## config.mk

```make
export PLATFORM = sky130hd
export DESIGN_NAME = pqcwo_ctrl
export DESIGN_NICKNAME = d
export VERILOG_FILES = /design/src/sv/pqcwo_pkg.sv /design/src/sv/pqcwo_ctrl.sv
export VERILOG_INCLUDE_DIRS = /design/src /design/src/sv
export SDC_FILE = /design/constraint.sdc
export NUM_CORES = 1
export LEC_CHECK = 0
export BUFFER_PORTS_ARGS = -buffer_cell sky130_fd_sc_hd__buf_2
export CAP_MARGIN = 20
export CORE_AREA = 2 2 39 41
export CTS_CLUSTER_SIZE = 16
export DETAILED_ROUTE_END_ITERATION = 8
export DIE_AREA = 0 0 41 43
export PLACE_DENSITY = 0.38
export SYNTH_ARGS = -nofsm -noshare
export SYNTH_HDL_FRONTEND = slang
export SYNTH_SLANG_ARGS = --single-unit
```

## constraint.sdc

```tcl
create_clock -name clk -period 1.85 [get_ports clk]
set_clock_uncertainty 0.2 [all_clocks]
set_input_delay 0.185 -clock clk [delete_from_list [all_inputs] [get_ports clk]]
set_output_delay 0.185 -clock clk [all_outputs]
set_load 0.005 [all_outputs]
```

## src/sv/per_queue_container_write_organizer_macros.svh

```systemverilog
// Assertion macros for the per-queue container write organizer.
// Expects signals clk and arst_n in the module that uses them.
`ifndef PER_QUEUE_CONTAINER_WRITE_ORGANIZER_MACROS_SVH
`define PER_QUEUE_CONTAINER_WRITE_ORGANIZER_MACROS_SVH
// Same-cycle implication.
`define PQCWO_ASSERT_IMP(label, ante, cons) \
	label: assert property (@(posedge clk) disable iff (!arst_n) (ante) |-> (cons)) \
		else $error("pqcwo assertion failed");
// Next-cycle implication.
`define PQCWO_ASSERT_NXT(label, ante, cons) \
	label: assert property (@(posedge clk) disable iff (!arst_n) (ante) |=> (cons)) \
		else $error("pqcwo assertion failed");
`endif

```

## src/sv/pqcwo_pkg.sv

```systemverilog
// Package of the per-queue container write organizer: widths, codes, types.
// No dependencies.
`timescale 1ns / 1ps
`default_nettype none
package pqcwo_pkg;
	localparam int QUEUE_BITS = 11;
	localparam int OFFSET_BITS = 20;
	localparam int CONT_BITS = 16;
	localparam int OFF_W = OFFSET_BITS + 1;
	localparam int ADDR_W = CONT_BITS + OFFSET_BITS;
	localparam logic [OFF_W-1:0] CBYTES = OFF_W'(1) << OFFSET_BITS;

	localparam logic [1:0] ACT_QUEUE = 2'd0;
	localparam logic [1:0] ACT_REQ = 2'd1;
	localparam logic [1:0] ACT_SIZE = 2'd2;
	localparam logic [1:0] ACT_CONT = 2'd3;

	localparam logic [2:0] KIND_NOTICE = 3'd0;
	localparam logic [2:0] KIND_NACK = 3'd1;
	localparam logic [2:0] KIND_XFER = 3'd2;
	localparam logic [2:0] KIND_WRITE = 3'd3;
	localparam logic [2:0] KIND_REFUSE = 3'd4;

	localparam logic [2:0] NOTE_CLOSE = 3'd1;
	localparam logic [2:0] NOTE_WRITE = 3'd2;
	localparam logic [2:0] NOTE_OPEN = 3'd3;
	localparam logic [2:0] NOTE_ACK = 3'd4;
	localparam logic [2:0] NACK_NONE = 3'd0;
	localparam logic [2:0] NACK_INVALID = 3'd1;
	localparam logic [2:0] NACK_BADPW = 3'd2;
	localparam logic [2:0] WR_GO = 3'd0;
	localparam logic [2:0] WR_DROP = 3'd1;

	typedef enum logic [3:0] {
		ST_IDLE = 4'd1, ST_NEED_CONT = 4'd2, ST_REPLY = 4'd3, ST_DROPPED = 4'd5,
		ST_END = 4'd6, ST_LAST = 4'd8, ST_TRAIL = 4'd9
	} stage_t;

	typedef enum logic [1:0] {CS_CLEAR, CS_IDLE, CS_EXEC, CS_EMIT} ctl_state_t;

	typedef struct packed {
		logic clear;
		logic accept;
		logic exec;
		logic emit;
	} cmd_t;

	typedef struct packed {
		logic clear_last;
		logic exec_none;
		logic emit_last;
	} status_t;

	typedef struct packed {
		logic [2:0] kind;
		logic [QUEUE_BITS-1:0] queue;
		logic [2:0] code;
		logic [31:0] ip;
		logic [23:0] seq;
		logic [CONT_BITS-1:0] cont;
		logic [OFF_W-1:0] size;
		logic [ADDR_W-1:0] addr;
		logic treq;
		logic skip;
		logic lastt;
	} res_t;
endpackage
`default_nettype wire

```

## src/sv/pqcwo_ctrl.sv

```systemverilog
// Controller of the per-queue container write organizer: clear, accept, exec, emit.
// Depends on pqcwo_pkg and the assertion macro header.
`timescale 1ns / 1ps
`default_nettype none
`include "per_queue_container_write_organizer_macros.svh"
module pqcwo_ctrl (
	input wire logic clk,
	input wire logic arst_n,
	input wire logic start,
	input wire pqcwo_pkg::status_t status,
	output pqcwo_pkg::cmd_t cmd,
	output logic busy
);
	pqcwo_pkg::ctl_state_t state_q, state_d;

	// hold state
	always_ff @(posedge clk or negedge arst_n) begin
		if (!arst_n) state_q <= pqcwo_pkg::CS_CLEAR;
		else state_q <= state_d;
	end

	// advance sequence and drive commands
	always_comb begin
		state_d = state_q;
		cmd = '0;
		busy = 1'b1;
		case (state_q)
			pqcwo_pkg::CS_CLEAR: begin
				cmd.clear = 1'b1;
				if (status.clear_last) state_d = pqcwo_pkg::CS_IDLE;
			end
			pqcwo_pkg::CS_IDLE: begin
				busy = 1'b0;
				if (start) begin
					cmd.accept = 1'b1;
					state_d = pqcwo_pkg::CS_EXEC;
				end
			end
			pqcwo_pkg::CS_EXEC: begin
				cmd.exec = 1'b1;
				state_d = status.exec_none ? pqcwo_pkg::CS_IDLE : pqcwo_pkg::CS_EMIT;
			end
			pqcwo_pkg::CS_EMIT: begin
				cmd.emit = 1'b1;
				if (status.emit_last) state_d = pqcwo_pkg::CS_IDLE;
			end
			default: state_d = pqcwo_pkg::CS_CLEAR;
		endcase
	end

	`PQCWO_ASSERT_NXT(a_accept_exec, start && !busy, cmd.exec)
	`PQCWO_ASSERT_NXT(a_exec_once, cmd.exec, !cmd.exec)
	`PQCWO_ASSERT_NXT(a_emit_end, cmd.emit && status.emit_last, !cmd.emit && !busy)
endmodule
`default_nettype wire

```

======== Word-level counts from Yosys, hierarchy flattened ========
Cells that the tools add are included.
operators by class
  equality and inequality tests ........... 6
  muxes and demuxes ....................... 11
  reductions and logical operators ........ 2
operators with widths
  operator                                                                count
  2-bit two-way mux                                                       4
  2-bit case mux with 4 select lines                                      1
  1-bit two-way mux                                                       6
  2-bit != test (second input constant)                                   3
  2-bit equality test (second input constant)                             2
  3-bit AND reduction                                                     1
  2-bit by 1-bit equality test with 1-bit output (second input constant)  1
  2-bit logical NOT                                                       1
storage, ports and cells
  register bits after elaboration ......... 2
  input port bits ......................... 6
  output and inout bits ................... 5
  word-level logic and storage cells ...... 20

======== Logic depth before layout (Yosys ltp) ========
Gate-level depths: netlist (run 1).
  word-level depth ........................ 3
  mapped depth ............................ 5

======== Least setup slack after synthesis (run 1) ========
No wires, ideal clock.
  path type ............................... reg-to-reg
  start ................................... register state_q[0]
  end ..................................... register state_q[0]
  library setup time ...................... 0.079 ns
  arrival ................................. 1.292 ns
  setup slack ............................. 0.278 ns
  stages on the path, launching flop included .. 5
  buffers on the path ..................... 0
  clock period less this slack ............ 1.572 ns
  cells stage by stage .................... dfrtp_1 > inv_1 > ha_1 > a222oi_1 > mux2i_1
on the way
  word-level cells in the longest chain between the ends .. 3
RTL lines
  what                                         RTL line          text
  from (decl)                                  pqcwo_ctrl.sv:14  pqcwo_pkg::ctl_state_t state_q, state_d;
  from (signal assigned)                       pqcwo_ctrl.sv:18  if (!arst_n) state_q <= pqcwo_pkg::CS_CLEAR;
  from (signal assigned)                       pqcwo_ctrl.sv:19  else state_q <= state_d;
  2-bit equality test (tied with other cells)  pqcwo_ctrl.sv:27  case (state_q)
  2-bit != test (no line)                      -
  3-bit AND reduction (no line)                -
Parallel ways exist; a longest one is shown, timed or not.
A chain may end at the register's enable or synchronous reset.

======== Final worst setup path (run 1) ========
  start ................................... register state_q[0]
  end ..................................... register state_q[1]
The elaborated chain is that of the path after synthesis.

==> results of run 1 <==
-- routing by layer --
metal / vias to the layer above / track usage [%] / part of all wire [%]
met1: 70 / 6.13 / 47
met2: 13 / 5.94 / 36
met3: 0 / 3.14 / 17
met5: - / 0 / 0
met4: 0 / 10.0 / 0
li1: 88 / - / -
-- placed cells by master, fill, tap and decap left out --
master,instances
nor2_1,1
buf_4,1
buf_2,10
o21ai_0,1
dfrtp_1,2
mux2i_1,2
dlygate4sd3_1,1
nor2b_1,1
a222oi_1,1
clkbuf_4,3
ha_1,4
inv_1,6
-- logic make-up (layout without fill, tap and decap cells) --
family                     after synthesis  in the layout
and+or+nand+nor                          2              2
muxes                                    2              2
buffers and inverters                    6             21
adders and majority gates                4              4
AOI/OAI and AO/OA                        2              2
DFF                                      2              2
-- Yosys cell counts --
library cell | number | area, um^2
dfrtp_1 | 2 | 50.1
ha_1 | 4 | 50.1
nor2b_1 | 1 | 6.26
mux2i_1 | 2 | 20.0
nor2_1 | 1 | 3.75
o21ai_0 | 1 | 5.00
inv_1 | 6 | 22.5
a222oi_1 | 1 | 10.0
-- power groups by stage --
stage               Clock, mW  Combinational, mW  Sequential, mW
floorplan                   0              0.133          0.0788
global placement            0              0.229          0.0825
detailed placement          0              0.221          0.0836
CTS                     0.106              0.223          0.0830
global route            0.114              0.259          0.0857
finish                 0.0968              0.218          0.0824
-- stage by stage --
| step | cells | utilization, % | instance area (um^2) |
|---|---|---|---|
| 3_5_place_dp | 45 | 17.7 | 245 |
| 5_1_grt | 49 | 20.1 | 278 |
| 6_report | 49 | 20.1 | 278 |
| 4_1_cts | 49 | 20.1 | 278 |
| 2_1_floorplan | 18 | - | 168 |
| 3_3_place_gp | 45 | 17.7 | 245 |
-- worst max path at each step --
stage / start / end / cells past startpoint
floorplan: state_q[0]$_DFFE_PN0P_ / state_q[0]$_DFFE_PN0P_ / 4
global placement: state_q[1]$_DFFE_PN0P_ / state_q[1]$_DFFE_PN0P_ / 4
detailed placement: state_q[0]$_DFFE_PN0P_ / state_q[1]$_DFFE_PN0P_ / 4
CTS: state_q[0]$_DFFE_PN0P_ / state_q[1]$_DFFE_PN0P_ / 4
global route: state_q[1]$_DFFE_PN0P_ / state_q[1]$_DFFE_PN0P_ / 4
finish: state_q[0]$_DFFE_PN0P_ / state_q[1]$_DFFE_PN0P_ / 4
-- final cells by class --
class                      instances  area, um^2  share of cell area, %
multi-input combinational         10        95.1                   34.2
timing repair buffer              12        67.6                   24.3
sequential                         2        50.0                   18.0
clock buffer                       3        22.5                   8.11
inverter                           6        22.5                   8.11
tap                               16        20.0                   7.21
-- worst register-to-register path, stage by stage (launching register included) --
cell and delay, ns:
dfrtp_1 0.37, inv_1 0.09, ha_1 0.21, a222oi_1 0.47, mux2i_1 0.25
-- repair_timing --
item                                   in CTS  in global routing
gates resized for setup                     0                  0
endpoints found under the hold margin       2                  0
hold buffers                                1                  0
==> results.cfg, run 1 <==
[run_status]
outcome = finished clean

[timing]
fin_ws_ns = 0.179
period_needed_ns = 1.67
max_slew_margin_pct = 67.6
slew_violations = 0
setup_viol = 0
worst_pin_slew_ns = 0.486
fin_setup_tns_ns = 0
rsz0062_at_grt = false
post-route-period-util_pct = 90.3
final_hold_viol_count = 0
holdWs_ns = 0.0761
fmax_mhz = 598

[logic_synthesis]
synth_top_family_by_area = adder cells
ys_ff_latch = 2
yosys.area_share.simple_pct = 5.97
synth-xor-area-share_pct = 0
synth_fp_nets = 28
synth_mux_area_share_pct = 11.9
synth_area_um2 = 168
yosys_warnings = 0
synth_adder_area_share_pct = 29.9
synth_compound_area_share_pct = 8.96
syn_inst = 18
avgSynthCellArea_um2 = 9.31
synth.distinct_cells = 8
synth-seq-area-share_pct = 29.9

[floorplanning]
dieArea_um2 = 1760
start_util_pct = 12.1
num_rows = 14
die_y_um = 43
io_pins = 11
core_area_um2 = 1380
die_w_um = 41

[worst_setup_path]
arrival_ns = 1.61
cp_slowest_cell = a222oi_1
crit_path_end_kind = flip-flop
cp-start-kind = flip-flop
crit_type = flip-flop to flip-flop
reg2reg_slack_ns = 0.18
critPathMaxFanout = 3
reg2reg_to = state_q[1]$_DFFE_PN0P_
path_buf_inv = 1
reg2reg_from = state_q[0]$_DFFE_PN0P_
crit_family = compound AO/OA/AOI/OAI gates
reg2regPathDepth = 4
path_cells = inv_1, ha_1, a222oi_1, mux2i_1
worstPathRequired_ns = 1.79
cpPeakStageDelay_ns = 0.47

[cells_and_area]
area_growth_pct = 65.7
largest_register_ffs = 2
diodes = 0
regMostFlops = state_q
reg_top3 = state_q x2
fillCellCount = 157
final_layout_size_suffix_gt1_share_pct = 42.4
fin_nets = 45

[clock_tree]
post_cts_buffers = 0
cts_tree = yes
cts.sinks = 2
clk_pin_slew_ns = 0.03
cts_inserted_buffers = 3
cts_root_buf = clkbuf_4
clock_path_buffers = 2
worstSkewPairLatency_ns = 0.22
htreeDepth = 1

[power]
p_leak_nw = 0.172
power.internal_uw = 251
power_uw = 398
p_comb_share_pct = 54.9
p_clk_share_pct = 24.3
swShare_pct = 36.9
vdd_drop_max_mv = 0.421
power.switching_uw = 147
seqPwrFrac_pct = 20.7
cellPowerDensity_nw_per_um2 = 1430

[global_route]
antenna_found_initial = 0
overflow = 0
grt_pass1_vias = 165
grt_pass1_wl_um = 579
grt_max_degree = 4
track_usage_pct = 5.93

[detailed_routing]
drc = 0
drtAntennaViolNets = 0
via_per_inst = 3.49
num_vias = 171
totalWireLength_um = 403
drt_iter0_drc = 3
firstDrtPassIters = 4
wire_per_inst_um = 8.22

[placed_design]
gp_congestion = 0.580
post-dp-hpwl_um = 323
dp_slack_ns = 0.157
portBuffers = 10

[flow_run]
maxCapViolCount = 0

[hold_path]
hold_path.class = input pin to async pin
Power figures use the tool's default switching activity.
==> run 2, diff against run 1 <==
--- a/config.mk
+++ b/config.mk
@@ -12,6 +12,7 @@
 export CTS_CLUSTER_SIZE = 16
 export DETAILED_ROUTE_END_ITERATION = 8
 export DIE_AREA = 0 0 41 43
+export GPL_TIMING_DRIVEN = 0
 export PLACE_DENSITY = 0.38
 export SYNTH_ARGS = -nofsm -noshare
 export SYNTH_HDL_FRONTEND = slang
==> constraint.sdc (replaced) <==
create_clock -name clk -period 1.85 [get_ports clk]
set_clock_uncertainty 0.2 [all_clocks]
set_input_delay 0.0925 -clock clk [delete_from_list [all_inputs] [get_ports clk]]
set_output_delay 0.0925 -clock clk [all_outputs]
set_load 0.005 [all_outputs]
==> run 2 against run 1 <==
  * Wire length fell by 3.7%
  * Register-to-register slack barely moved
  * First-iteration DRC count grew 67%
  * Sequential cell count unchanged
  * Total power grew 0.55%
  * Critical path type unchanged
  * Maximum frequency is 0.55% lower
  * Via count is 4.7% higher
  * Global-route usage shrank 1.2 points
  * Sequential power decreased by 0.8%
  * Cell count grew 2.0%
  * Non-clock buffer count is 1 higher
  * Critical endpoint is now state_q[0]$_DFFE_PN0P_
  * Critical path depth is 1 higher
==> results.cfg, run 2 (synthesis gave the netlist of run 1 again) <==
[cells_and_area]
largest_register_ffs = 2
regArea_um2 = 50.0
regMostFlops = state_q
final_layout_size_suffix_gt1_share_pct = 41.2
reg_top3 = state_q x2
utilization_pct = 20.8
area_growth_pct = 71.6
fin_nets = 46
layout_common_cells = 10 x buf_2, 6 x inv_1, 4 x ha_1
diodes = 0
mostFrequentLayoutCell = buf_2
multi_input_area_um2 = 95.1
fillCellCount = 161

[detailed_routing]
wire_per_inst_um = 7.76
drt_iter0_drc = 5
num_vias = 179
via_per_inst = 3.58
firstDrtPassIters = 4
totalWireLength_um = 388
drtAntennaViolNets = 0
drc = 0

[timing]
post-route-period-util_pct = 90.8
max_slew_margin_pct = 81.3
worst_pin_slew_ns = 0.281
slew_violations = 0
final_hold_viol_count = 0
fmax_mhz = 595
setup_viol = 0
holdWs_ns = 0.0357
period_needed_ns = 1.68
fin_setup_tns_ns = 0
rsz0062_at_grt = false

[worst_setup_path]
critPathMaxFanout = 4
crit_path_end_kind = flip-flop
arrival_ns = 1.62
crit_family = flip-flops
cp-start-kind = flip-flop
worstPathRequired_ns = 1.79
path_cells = inv_1, ha_1, a222oi_1, buf_4, mux2i_1
path_buf_inv = 2
cpPeakStageDelay_ns = 0.36
crit_type = flip-flop to flip-flop
cp_slowest_cell = dfrtp_1

[clock_tree]
htreeDepth = 1
cts_tree = yes
cts.sinks = 2
cts_root_buf = clkbuf_4
worstSkewPairLatency_ns = 0.22
clk_pin_slew_ns = 0.03
cts_inserted_buffers = 3
clock_path_buffers = 2

[floorplanning]
die_w_um = 41
io_pins = 11
start_util_pct = 12.1
core_area_um2 = 1380
num_rows = 14
die_y_um = 43
dieArea_um2 = 1760

[run_status]
outcome = finished clean

[flow_run]
maxCapViolCount = 0

[power]
p_leak_nw = 0.176
vdd_drop_max_mv = 0.401
cellPowerDensity_nw_per_um2 = 1390

[hold_path]
hold_path.class = input pin to flip-flop

[global_route]
track_usage_pct = 4.71
grt_pass1_wl_um = 517
antenna_found_initial = 0
grt_pass1_vias = 146
overflow = 0
grt_max_degree = 5

[placed_design]
gp_congestion = 0.567
portBuffers = 10
post-dp-hpwl_um = 295
==> run 2: changes by cell type in the layout (fill, tap and decap cells not counted), sizes merged <==
| cell | delta |
|---|---|
| dlygate4sd3 | +1 |
==> run 2: final timing paths <==
kind,startpoint,endpoint,slack (ns),cells after the start
min in group asynchronous,arst_n,state_q[0]$_DFFE_PN0P_,0.52,3
setup reg to reg,state_q[1]$_DFFE_PN0P_,state_q[0]$_DFFE_PN0P_,0.17,5
max in group asynchronous,arst_n,state_q[1]$_DFFE_PN0P_,0.81,3
setup / recovery,state_q[1]$_DFFE_PN0P_,state_q[0]$_DFFE_PN0P_,0.17,5
hold / removal,status[1],state_q[1]$_DFFE_PN0P_,0.04,4
hold reg to reg,state_q[1]$_DFFE_PN0P_,state_q[1]$_DFFE_PN0P_,0.42,2
==> run 2: through the flow <==
stage | instances | total power [mW] | setup slack [ns] | instance area, um^2
6_report | 50 | 0.400 | 0.170 | 288
5_1_grt | 50 | 0.450 | 0.0792 | 288
4_1_cts | 49 | 0.395 | 0.114 | 280
3_5_place_dp | 44 | 0.287 | 0.120 | 238
3_3_place_gp | 44 | 0.289 | 0.122 | 238
2_1_floorplan | 18 | 0.212 | 0.278 | 168
==> run 2: power breakdown <==
| part | switching [mW] | total, mW | internal (mW) | leakage, nW |
|---|---|---|---|---|
| Combinational | 0.108 | 0.224 | 0.116 | 0.138 |
| Sequential | 0.0160 | 0.0817 | 0.0657 | 0.0242 |
| Clock | 0.0227 | 0.0941 | 0.0714 | 0.0138 |
| Total | 0.147 | 0.400 | 0.253 | 0.176 |
==> run 2: cell type report <==
type / instances / area share, %
clock buffer: 3 / 7.83
sequential: 2 / 17.4
multi-input combinational: 10 / 33.0
inverter: 6 / 7.83
tap: 16 / 6.96
timing repair buffer: 13 / 27.0
==> run 2: timing repair <==
action,in CTS,in global routing
resized for setup,0,0
buffers inserted,0,1
hold buffers,2,0
hold endpoints to repair,2,0
endpoints found under the setup margin,0,2
==> run 2: worst register-to-register path: cells and delay by family, from the launching register on <==
| family | cells | cell delay (ns) |
|---|---|---|
| compound gates | 1 | 0.35 |
| fa+ha+maj | 1 | 0.22 |
| buf+inv | 2 | 0.27 |
| mux | 1 | 0.20 |
| flops | 1 | 0.36 |
==> run 2: layer usage <==
| metal | share of wire, % | up-vias | global-route usage (%) |
|---|---|---|---|
| li1 | - | 90 | - |
| met1 | 49 | 76 | 4.79 |
| met2 | 37 | 13 | 6.25 |
| met3 | 13 | 0 | 1.57 |
| met4 | 0 | 0 | 6.00 |
| met5 | 0 | - | 0 |
